--- config.mk ---
export PLATFORM = sky130hd
export DESIGN_NAME = escape_hangup_detector
export DESIGN_NICKNAME = d
export VERILOG_FILES = /design/src/rtl/esc_hup_pkg.sv /design/src/rtl/esc_hup_core.sv /design/src/rtl/esc_hup_outreg.sv /design/src/rtl/escape_hangup_detector.sv
export SDC_FILE = /design/constraint.sdc
export NUM_CORES = 1
export LEC_CHECK = 0
export ABC_CLOCK_PERIOD_IN_PS = 3300
export BUFFER_PORTS_ARGS = -buffer_cell sky130_fd_sc_hd__buf_2
export CORE_AREA = 8 8 136 138
export CTS_CLUSTER_DIAMETER = 30
export DETAILED_ROUTE_END_ITERATION = 8
export DIE_AREA = 0 0 144 146
export PLACE_DENSITY = 0.72
export SYNTH_ARGS = -nofsm -noshare
export SYNTH_HDL_FRONTEND = slang
export SYNTH_HIERARCHICAL = 1
export SYNTH_SLANG_ARGS = --single-unit
export TNS_END_PERCENT = 10
--- constraint.sdc ---
create_clock -name clk -period 3.3 [get_ports clk]
set_clock_uncertainty 0.1 [all_clocks]
set_input_delay 0.66 -clock clk [delete_from_list [all_inputs] [get_ports clk]]
set_output_delay 0.66 -clock clk [all_outputs]
set_load 0.01 [all_outputs]
--- src/rtl/esc_hup_pkg.sv ---
// Package for the escape hang-up detector.
// Character codes, reset value of the guard register and the result struct.
// No dependencies.
package esc_hup_pkg;

  localparam logic [7:0]  PLUS_CHAR   = 8'h2B;
  localparam logic [7:0]  RETURN_CHAR = 8'h0D;
  localparam logic [7:0]  CHAR_A      = 8'h41;
  localparam logic [7:0]  CHAR_T      = 8'h54;
  localparam logic [7:0]  CHAR_H      = 8'h48;
  localparam logic [15:0] GUARD_RESET = 16'd900;

  localparam int IN_DATA_W  = 40;
  localparam int OUT_DATA_W = 40;

  typedef struct packed {
    logic        hang_up;
    logic        rejected;
    logic [31:0] guard_delay;
  } esc_hup_res_t;

endpackage

--- src/rtl/esc_hup_core.sv ---
// Escape detector core: guard register, escape state and capture store.
// Computes one result per accepted beat. Depends on esc_hup_pkg.
module esc_hup_core #(
  parameter int CAPTURE_SLOTS = 5
) (
  input  logic                    clk,
  input  logic                    rst_n,
  input  logic                    cfg_we,
  input  logic [15:0]             cfg_wdata,
  input  logic                    fire,
  input  logic [7:0]              data_byte,
  input  logic [31:0]             now_ms,
  output esc_hup_pkg::esc_hup_res_t res
);

  localparam int LEN_W = $clog2(CAPTURE_SLOTS + 1);
  localparam int IDX_W = $clog2(CAPTURE_SLOTS);

  logic [15:0]      guard_r;
  logic [1:0]       plus_r, plus_nxt;
  logic [LEN_W-1:0] len_r, len_nxt;
  logic [31:0]      start_r, start_nxt;
  logic [31:0]      stop_r, stop_nxt;
  logic             await_r, await_nxt;
  logic [7:0]       chars_r [CAPTURE_SLOTS];
  logic             char_we;
  logic             is_ath;
  logic [31:0]      delay;
  logic             escaped;

  assign escaped = (plus_r == 2'd3);
  assign is_ath  = (len_r >= LEN_W'(3)) && (chars_r[0] == esc_hup_pkg::CHAR_A) &&
                   (chars_r[1] == esc_hup_pkg::CHAR_T) &&
                   (chars_r[2] == esc_hup_pkg::CHAR_H);
  assign delay   = stop_r - start_r;

  always_comb begin
    plus_nxt  = plus_r;
    len_nxt   = len_r;
    start_nxt = start_r;
    stop_nxt  = stop_r;
    await_nxt = await_r;
    char_we   = 1'b0;
    res       = '0;
    if (data_byte == esc_hup_pkg::PLUS_CHAR) begin
      start_nxt = now_ms;
      len_nxt   = '0;
      plus_nxt  = escaped ? plus_r : plus_r + 2'd1;
      await_nxt = 1'b1;
    end else if (data_byte == esc_hup_pkg::RETURN_CHAR) begin
      if (escaped && is_ath) begin
        res.hang_up     = (guard_r == 16'd0) || (delay > {16'd0, guard_r});
        res.rejected    = !res.hang_up;
        res.guard_delay = delay;
      end
      len_nxt  = '0;
      plus_nxt = 2'd0;
    end else begin
      if (escaped && (len_r < LEN_W'(CAPTURE_SLOTS))) begin
        if (await_r) begin
          stop_nxt  = now_ms;
          await_nxt = 1'b0;
        end
        char_we = 1'b1;
        len_nxt = len_r + LEN_W'(1);
      end else begin
        plus_nxt = 2'd0;
      end
    end
  end

  always_ff @(posedge clk) begin
    if (!rst_n) begin
      guard_r <= esc_hup_pkg::GUARD_RESET;
      plus_r  <= 2'd0;
      len_r   <= '0;
      start_r <= '0;
      stop_r  <= '0;
      await_r <= 1'b0;
    end else begin
      if (cfg_we) begin
        guard_r <= cfg_wdata;
      end
      if (fire) begin
        plus_r  <= plus_nxt;
        len_r   <= len_nxt;
        start_r <= start_nxt;
        stop_r  <= stop_nxt;
        await_r <= await_nxt;
      end
    end
  end

  // capture store: no reset, entries are read only below len_r
  always_ff @(posedge clk) begin
    if (fire && char_we) begin
      chars_r[len_r[IDX_W-1:0]] <= data_byte;
    end
  end

`ifndef SYNTHESIS
  a_len_bound: assert property (@(posedge clk) disable iff (!rst_n)
    len_r <= LEN_W'(CAPTURE_SLOTS))
    else $error("capture length past slot count");
  a_flag_clears: assert property (@(posedge clk) disable iff (!rst_n)
    fire && (res.hang_up || res.rejected) |=> plus_r == 2'd0 && len_r == '0)
    else $error("escape state not cleared after flagged return");
  a_plus_arms: assert property (@(posedge clk) disable iff (!rst_n)
    fire && data_byte == esc_hup_pkg::PLUS_CHAR |=> await_r && len_r == '0)
    else $error("plus did not arm stop capture");
`endif

endmodule

--- src/rtl/esc_hup_outreg.sv ---
// Result register for the escape detector: holds one beat until taken.
// Frees the input side whenever the register is empty or being drained.
// Depends on esc_hup_pkg.
module esc_hup_outreg (
  input  logic                        clk,
  input  logic                        rst_n,
  input  logic                        in_valid,
  output logic                        in_ready,
  input  esc_hup_pkg::esc_hup_res_t   res,
  output logic                        out_tvalid,
  input  logic                        out_tready,
  output logic [esc_hup_pkg::OUT_DATA_W-1:0] out_tdata
);

  logic                      valid_r;
  esc_hup_pkg::esc_hup_res_t res_r;

  assign in_ready   = !valid_r || out_tready;
  assign out_tvalid = valid_r;
  assign out_tdata  = {6'd0, res_r.guard_delay, res_r.rejected, res_r.hang_up};

  always_ff @(posedge clk) begin
    if (!rst_n) begin
      valid_r <= 1'b0;
    end else if (in_ready) begin
      valid_r <= in_valid;
    end
  end

  always_ff @(posedge clk) begin
    if (in_valid && in_ready) begin
      res_r <= res;
    end
  end

`ifndef SYNTHESIS
  a_flags_excl: assert property (@(posedge clk) disable iff (!rst_n)
    valid_r |-> !(res_r.hang_up && res_r.rejected))
    else $error("hang_up and rejected both set");
  a_delay_zero: assert property (@(posedge clk) disable iff (!rst_n)
    valid_r && !res_r.hang_up && !res_r.rejected |-> res_r.guard_delay == 32'd0)
    else $error("delay nonzero without flag");
  a_empty_ready: assert property (@(posedge clk) disable iff (!rst_n)
    !valid_r |-> in_ready)
    else $error("empty result register blocks input");
`endif

endmodule

--- src/rtl/escape_hangup_detector.sv ---
// Top level of the escape hang-up detector (+++ATH with guard time).
// Instantiates esc_hup_core and esc_hup_outreg; uses esc_hup_pkg.
//
//  channel  dir  handshake              payload
//  in_      in   in_tvalid/in_tready    in_tdata[39:0]
//  out_     out  out_tvalid/out_tready  out_tdata[39:0]
//  cfg_     in   cfg_we                 cfg_wdata[15:0] = guard_ms
//
// One beat per cycle while in_tready is high; result is on out_ next cycle.
// The state update and flag compare (one 32-bit subtract and compare) fit
// between the state registers and the result register.
// in_tready drops only while a held result is not taken (out_tready low).
// rst_n is synchronous: guard_ms returns to 900, escape state clears;
// the capture bytes are not cleared and need no clearing pass.
module escape_hangup_detector #(
  parameter int CAPTURE_SLOTS = 5
) (
  input  logic        clk,
  input  logic        rst_n,
  input  logic        cfg_we,
  input  logic [15:0] cfg_wdata,
  input  logic        in_tvalid,
  output logic        in_tready,
  // [7:0] data_byte, [39:8] now_ms
  input  logic [esc_hup_pkg::IN_DATA_W-1:0]  in_tdata,
  output logic        out_tvalid,
  input  logic        out_tready,
  // [0] hang_up, [1] rejected, [33:2] guard_delay, rest 0
  output logic [esc_hup_pkg::OUT_DATA_W-1:0] out_tdata
);

  esc_hup_pkg::esc_hup_res_t res;
  logic                      fire;

  assign fire = in_tvalid && in_tready;

  esc_hup_core #(
    .CAPTURE_SLOTS(CAPTURE_SLOTS)
  ) u_core (
    .clk       (clk),
    .rst_n     (rst_n),
    .cfg_we    (cfg_we),
    .cfg_wdata (cfg_wdata),
    .fire      (fire),
    .data_byte (in_tdata[7:0]),
    .now_ms    (in_tdata[39:8]),
    .res       (res)
  );

  esc_hup_outreg u_outreg (
    .clk        (clk),
    .rst_n      (rst_n),
    .in_valid   (in_tvalid),
    .in_ready   (in_tready),
    .res        (res),
    .out_tvalid (out_tvalid),
    .out_tready (out_tready),
    .out_tdata  (out_tdata)
  );

endmodule
==> summary.txt, run 1 <==
Placed design
  • RD Place Congestion: 0.863
  • DP Wirelength: 14,000 µm
  • # port buffers: 96
  • Cells after DPL: 1,211

Global routing
  • Initial antenna violation count: 1
  • Pin count of the biggest net entering global routing: 49
  • Total Routing Usage GR: 18.4%
  • First-pass GRT wire length: 31,100 µm
  • GR Overflow Total: 0
  • Number of global-route vias before repair: 6,315

Critical path
  • CP Cell Sequence: inv_2 > ha_4 > a21o_1 > a31oi_4 > a21oi_2 > o21a_1 > or2_4 > xor2_2 > ha_1 > a21o_1 > a21o_1 > a21oi_2 > o21ai_1 > a21oi_1 > o2111a_1 > nand4_1 > o31a_1
  • CP Launch Point: u_core/start_r[4]$_SDFFE_PN0P_
  • Worst path max stage delay: 0.34 ns
  • Required time of the worst setup path: 3.38 ns
  • CP Class: reg2reg
  • Most used cell, CP: a21o_1
  • Reg2reg start: u_core/start_r[4]$_SDFFE_PN0P_
  • Worst EP arrival: 3.86 ns
  • CP endpoint kind: flip-flop
  • Critical path buffers and inverters: 1
  • Startpoint types: flip-flop
  • Crit path max fanout: 2
  • Slowest-stage cell, CP: dfxtp_2
  • Family with the most delay on the worst path: compound AO/OA/AOI/OAI gates

Power and ir drop
  • Switch Pwr: 0.982 mW
  • Fraction of power consumed by the clock network: 47.2%
  • Combinational Power Share: 5.7%
  • Sw frac: 24.2%
  • Leak: 4.11 nW
  • Int Power: 3.07 mW
  • Maximum vdd ir drop: 0.347 mV
  • Final Total Pwr: 4.06 mW
  • Seq pwr share: 47.1%
  • Pwr dens: 411 nW/µm²

Status
  • Failing checks: negative setup slack
  • Outcome: finished with violations

Yosys
  • Mapped Area: 7990 µm²
  • Ranking of synthesized cells by area: dfxtp_1 (22%), edfxtp_1 (22%), ha_1 (7.8%)
  • Ys flop type: dfxtp_1
  • Synth area leader: dfxtp_1
  • Synth warn: 6
  • Synth cell types: 71
  • Seq cells post-synth: 145
  • Asr flop ratio synth: 0%
  • Mean Syn Cell Area: 9.21 µm²
  • Sequential share of the synthesized area: 43.6%
  • Post-synth EDFFs: 58
  • Synth top area share: 21.8%
  • Syn Inst Count: 868

STA
  • Period utilisation layout: 114%
  • RSZ-0062 raised after global routing: yes
  • Max-slew headroom: 59.4%
  • Final hold slack: 0.352 ns
  • Final Hold Fails: 0
  • Final Setup Violations: 2
  • Setup TNS: -0.844 ns
  • Slew of the pin with the lowest slew margin: 0.608 ns
  • Fmax: 265 MHz
  • Final worst slack: -0.477 ns
  • Fin. max-slew vios: 0
  • Final min period: 3.78 ns

Clock tree
  • H-tree levels: 4
  • Sink Count: 145
  • Reg clk slew, reported paths: 0.07 ns
  • Clk Latency, worst-skew pair: 0.43 ns
  • Worst-case clock buffer depth: 2
  • Num CTS Buffers: 17
  • Hold buffers post-CTS: 0
  • Root Buffer Master: clkbuf_16
  • TritonCTS clock tree: built

Routing
  • Routed Wire Length: 18,900 µm
  • WL per Instance: 15.1 µm
  • DR iter-0 viols: 343
  • First drt pass iteration count: 5
  • Vias/cell: 5.23
  • Routed via count: 6,532
  • Antenna Nets Post-Route: 0
  • DRC errors left: 0

Finish
  • Final design utilization: 60.5%
  • Commonest non-fill, non-tap cell in the layout: nand2_1
  • Area delta synth->final: 23.4%
  • Share of cells above drive strength 1: 25.0%
  • Most frequent cells in the layout: nand2_1 (163), buf_2 (96), dfxtp_1 (82)
  • Non-filler cells, final: 1,249
  • ANT cells: 0
  • Nets@finish: 1,128

Floorplanning
  • Placeable core area: 16,300 µm²
  • Die Y-Extent: 146 µm
  • Row count: 47
  • Total die area: 21,000 µm²
  • Die W: 144 µm
  • IO Pins: 103
  • Initial Util: 49.1%

Run
  • Reported max-cap violation count: 0

Hold path
  • Worst min-delay path category: in2reg
  • HP Start: in_tdata[7]
-- cells by family (layout without fill, tap and decap cells) --
group / count (synthesis) / after routing / share of synthesized area (%)
xor gates and xnor gates: 28 / 28 / 3.07
buffers and inverters: 105 / 261 / 6.01
AOI/OAI and AO/OA: 204 / 204 / 18.0
and+or+nand+nor: 319 / 319 / 19.3
DFF: 145 / 145 / 43.6
adders and majority gates: 51 / 51 / 8.08
other: 1 / 6 / 0.0469
muxes: 15 / 15 / 1.91
-- per-layer routing --
layer | global-route usage (%) | routed length (µm) | up-vias | share of wire (%)
li1 | - | - | 3320 | -
met1 | 23.5 | 8660 | 3028 | 46
met2 | 29.5 | 8570 | 156 | 45
met3 | 5.35 | 1290 | 26 | 6.8
met4 | 5.31 | 336 | 2 | 1.8
met5 | 0 | 9 | - | 0.048
-- Yosys cell counts, drive strengths merged (9+ instances only) --
cell	instances
a21o	11
a21oi	45
xor2	11
edfxtp	58
mux2i	13
ha	50
nor2b	20
inv	57
nand4	15
and2	25
nor2	38
nor4	10
o21ai	27
buf	22
and3	10
clkbuf	26
a21boi	66
dfxtp	87
nand2	164
nand3	9
xnor2	17
-- flip-flops by register name (all words and copies together), names as in the netlist --
name and count:
u_core/await_r 1, u_core/chars_r 24, u_core/guard_r 16, u_core/len_r 3
u_core/plus_r 2, u_core/start_r 32, u_core/stop_r 32, u_outreg/out_tdata 34
u_outreg/out_tvalid 1
-- final timing paths --
kind | end | slack [ns] | cells after the start
hold reg to reg | u_core/start_r[8]$_SDFFE_PN0P_ | 0.36 | 2
setup / recovery | u_outreg/out_tdata[0]$_DFFE_PP_ | -0.48 | 17
hold / removal | u_core/chars_r[1][7]$_DFFE_PP_ | 0.35 | 1
setup reg to reg | u_outreg/out_tdata[0]$_DFFE_PP_ | -0.48 | 17
-- power by group through the flow --
stage	Sequential (mW)	Clock [mW]	Combinational [mW]
2_1_floorplan	1.96	0	0.115
3_3_place_gp	1.95	0	0.224
3_5_place_dp	1.95	0	0.228
4_1_cts	1.91	1.95	0.230
5_1_grt	1.91	2.05	0.255
6_report	1.91	1.91	0.233
-- area by class of cell --
class / count / area (µm²)
clock inverter: 15 / 166
clock buffer: 17 / 425
sequential: 145 / 3490
fill: 1446 / 6430
timing repair buffer: 172 / 1060
tap: 220 / 275
inverter: 57 / 214
multi-input combinational: 623 / 4230
-- stage by stage --
step	worst slack [ns]	area (µm²)
floorplan	-0.216	8060
detailed placement	-0.418	9090
CTS	-0.354	9720
global route	-0.589	9860
global placement	-0.348	9090
finish	-0.477	9860
-- worst reg2reg max path, stage by stage, from the launching register on --
cell and delay (ns):
dfxtp_2 0.34, inv_2 0.04, ha_4 0.21, a21o_1 0.22
a31oi_4 0.17, a21oi_2 0.08, o21a_1 0.21, or2_4 0.26
xor2_2 0.15, ha_1 0.32, a21o_1 0.18, a21o_1 0.16
a21oi_2 0.15, o21ai_1 0.08, a21oi_1 0.13, o2111a_1 0.24
nand4_1 0.15, o31a_1 0.34
-- timing repair --
item	in CTS	in global routing
endpoints found under the setup margin	2	2
gates cloned	0	0
pin swaps	10	18
gates resized for setup	9	17
buffers inserted	0	6
Power figures use the tool's default switching activity.
==> run 2: changes to the inputs <==
--- a/config.mk
+++ b/config.mk
@@ -7,11 +7,12 @@
 export LEC_CHECK = 0
 export ABC_CLOCK_PERIOD_IN_PS = 3300
 export BUFFER_PORTS_ARGS = -buffer_cell sky130_fd_sc_hd__buf_2
-export CORE_AREA = 8 8 136 138
+export CORE_AREA = 8 8 113 166
 export CTS_CLUSTER_DIAMETER = 30
 export DETAILED_ROUTE_END_ITERATION = 8
-export DIE_AREA = 0 0 144 146
+export DIE_AREA = 0 0 121 174
 export PLACE_DENSITY = 0.72
+export SKIP_LAST_GASP = 1
 export SYNTH_ARGS = -nofsm -noshare
 export SYNTH_HDL_FRONTEND = slang
 export SYNTH_HIERARCHICAL = 1
==> run 2 against run 1 <==
Net effect:
- the flow still finishes with violations (negative setup slack)
- die area up 0.14%
- sequential power hardly changed
- worst hold slack improved by 0.0033 ns
- core utilization shrank 1.4 points
- global-route usage shrank 0.56 points
- final cell count shrank 1.1%
- fmax increased by 6.6%
- first-iteration DRC count grew 4.1%
- via count down 1.4%
- largest power group unchanged
- highest routed layer is now met4
==> summary.txt, run 2 (synthesis results as in run 1) <==
STA
  • Setup TNS: -0.391 ns (was -0.844 ns)
  • Max-slew headroom: 65.1% (was 59.4%)
  • Final worst slack: -0.242 ns (was -0.477 ns)
  • Final Setup Violations: 2 (unchanged)
  • Fmax: 282 MHz (was 265 MHz)
  • Final min period: 3.54 ns (was 3.78 ns)
  • RSZ-0062 raised after global routing: yes (unchanged)
  • Period utilisation layout: 107% (was 114%)
  • Slew of the pin with the lowest slew margin: 0.523 ns (was 0.608 ns)
  • Final hold slack: 0.355 ns (was 0.352 ns)
  • Final Hold Fails: 0 (unchanged)
  • Fin. max-slew vios: 0 (unchanged)

Finish
  • Nets@finish: 1,124 (was 1,128)
  • Most frequent cells in the layout: nand2_1 (162), buf_2 (96), dfxtp_1 (83) (was nand2_1 (163), buf_2 (96), dfxtp_1 (82))
  • Reg area: 3490 µm² (about the same)
  • Share of cells above drive strength 1: 23.9% (was 25.0%)
  • ANT cells: 0 (unchanged)
  • Commonest non-fill, non-tap cell in the layout: nand2_1 (unchanged)
  • Area of the multi-input gates: 4190 µm² (was 4230 µm²)
  • Area delta synth->final: 21.9% (was 23.4%)
  • Max reg flops: 34 (unchanged)
  • Fill count: 1,436 (was 1,446)

Power and ir drop
  • Combinational Power Share: 5.7% (about the same)
  • Seq pwr share: 47.8% (was 47.1%)
  • Pwr dens: 410 nW/µm² (was 411 nW/µm²)
  • Int Power: 3.12 mW (was 3.07 mW)
  • Fraction of power consumed by the clock network: 46.5% (was 47.2%)
  • Switch Pwr: 0.882 mW (was 0.982 mW)
  • Leak: 4.08 nW (was 4.11 nW)
  • Sw frac: 22.1% (was 24.2%)
  • Maximum vdd ir drop: 0.369 mV (was 0.347 mV)

Global routing
  • Initial antenna violation count: 0 (was 1)
  • GR Util met1: 19.4% (was 23.5%)
  • Number of global-route vias before repair: 6,475 (was 6,315)
  • Met2 Use GR: 31.9% (was 29.5%)
  • Top Usage Layer GRT: met2 (unchanged)
  • Routing usage on met3: 4.64% (was 5.35%)
  • Total Routing Usage GR: 17.9% (was 18.4%)
  • GR Overflow Total: 0 (unchanged)
  • Pin count of the biggest net entering global routing: 37 (was 49)
  • First-pass GRT wire length: 30,400 µm (was 31,100 µm)

Clock tree
  • TritonCTS clock tree: built (unchanged)
  • Hold buffers post-CTS: 0 (unchanged)
  • H-tree levels: 4 (unchanged)
  • Sink Count: 145 (unchanged)
  • Worst-case clock buffer depth: 2 (unchanged)
  • Reg clk slew, reported paths: 0.06 ns (was 0.07 ns)
  • Num CTS Buffers: 17 (unchanged)
  • Clk Latency, worst-skew pair: 0.43 ns (about the same)
  • Root Buffer Master: clkbuf_16 (unchanged)

Critical path
  • Startpoint types: flip-flop (unchanged)
  • CP endpoint kind: flip-flop (unchanged)
  • Required time of the worst setup path: 3.37 ns (was 3.38 ns)
  • Reg2Reg Depth: 17 (unchanged)
  • Crit path max fanout: 4 (was 2)
  • Worst EP arrival: 3.61 ns (was 3.86 ns)
  • CP Class: reg2reg (unchanged)

Floorplanning
  • Die W: 121 µm (was 144 µm)
  • Placeable core area: 16,500 µm² (was 16,300 µm²)
  • IO Pins: 103 (unchanged)
  • Initial Util: 48.5% (was 49.1%)
  • Row count: 58 (was 47)
  • Total die area: 21,100 µm² (was 21,000 µm²)
  • Die Y-Extent: 174 µm (was 146 µm)

Status
  • Failing checks: negative setup slack (unchanged)
  • Outcome: finished with violations (unchanged)

Routing
  • Routed Wire Length: 18,400 µm (was 18,900 µm)
  • DR iter-0 viols: 357 (was 343)
  • First drt pass iteration count: 4 (was 5)
  • Antenna Nets Post-Route: 0 (unchanged)
  • Routed via count: 6,440 (was 6,532)
  • DRC errors left: 0 (unchanged)
  • WL per Instance: 14.9 µm (was 15.1 µm)
  • Vias/cell: 5.21 (was 5.23)

Placed design
  • # port buffers: 96 (unchanged)
  • DP Wirelength: 14,000 µm (about the same)
  • RD Place Congestion: 0.863 (about the same)

Hold path
  • Worst min-delay path category: in2reg (unchanged)
  • Hold path depth: 1 (unchanged)

Run
  • Reported max-cap violation count: 0 (unchanged)
[run 2: worst paths after layout]
| kind | start | to | slack, ns |
|---|---|---|---|
| worst max register to register | u_core/start_r[4]$_SDFFE_PN0P_ | u_outreg/out_tdata[0]$_DFFE_PP_ | -0.24 |
| worst max-delay path | u_core/start_r[4]$_SDFFE_PN0P_ | u_outreg/out_tdata[0]$_DFFE_PP_ | -0.24 |
| worst min register to register | u_core/start_r[16]$_SDFFE_PN0P_ | u_core/start_r[16]$_SDFFE_PN0P_ | 0.36 |
| worst min-delay path | in_tdata[3] | u_core/chars_r[2][3]$_DFFE_PP_ | 0.36 |
[run 2: cell type report]
class	instances	area share [%]
multi-input combinational	623	43.0
inverter	57	2.20
tap	210	2.70
timing repair buffer	168	10.5
clock buffer	20	4.48
clock inverter	12	1.37
sequential	145	35.8
[run 2: power groups by stage]
stage | clock network (mW) | logic, mW | registers, mW
after floorplan | 0 | 0.115 | 1.96
after detailed placement | 0 | 0.229 | 1.95
after CTS | 1.90 | 0.230 | 1.91
after global placement | 0 | 0.226 | 1.95
after global routing | 1.98 | 0.251 | 1.91
final | 1.86 | 0.228 | 1.91
[run 2: per-layer routing]
| layer | share of wire (%) | routed length [µm] |
|---|---|---|
| met5 | 0 | 0 |
| met3 | 4.8 | 881 |
| met2 | 52 | 9490 |
| met4 | 2.0 | 369 |
| met1 | 42 | 7650 |
[run 2: what timing repair did]
action                     4_1_cts  5_1_grt
setup endpoints to repair        2        2
buffers inserted                 0        2
gates resized for setup          7       11
pin swaps                        8        9
[run 2: metrics by stage]
stage | cell area [µm²] | worst slack [ns] | std cells | total power [mW] | utilization, %
2_1_floorplan | 8060 | -0.216 | 873 | 2.07 | -
3_5_place_dp | 9060 | -0.402 | 1201 | 2.18 | 55.0
5_1_grt | 9740 | -0.462 | 1235 | 4.14 | 59.1
6_report | 9740 | -0.242 | 1235 | 4.00 | 59.1
4_1_cts | 9670 | -0.315 | 1233 | 4.04 | 58.7
3_3_place_gp | 9060 | -0.312 | 1201 | 2.17 | 55.0
[run 2: worst max-delay path, stage by stage (launching register included)]
cell,delay (ns)
dfxtp_2,0.32
inv_1,0.06
ha_4,0.24
buf_4,0.16
a31oi_4,0.19
a21oi_2,0.08
o21a_1,0.19
or2_4,0.24
xor2_2,0.15
ha_1,0.30
a21o_1,0.17
a21o_1,0.17
a21oi_1,0.11
o21ai_1,0.08
a21oi_1,0.12
o2111a_1,0.19
nand4_1,0.11
o31a_1,0.30
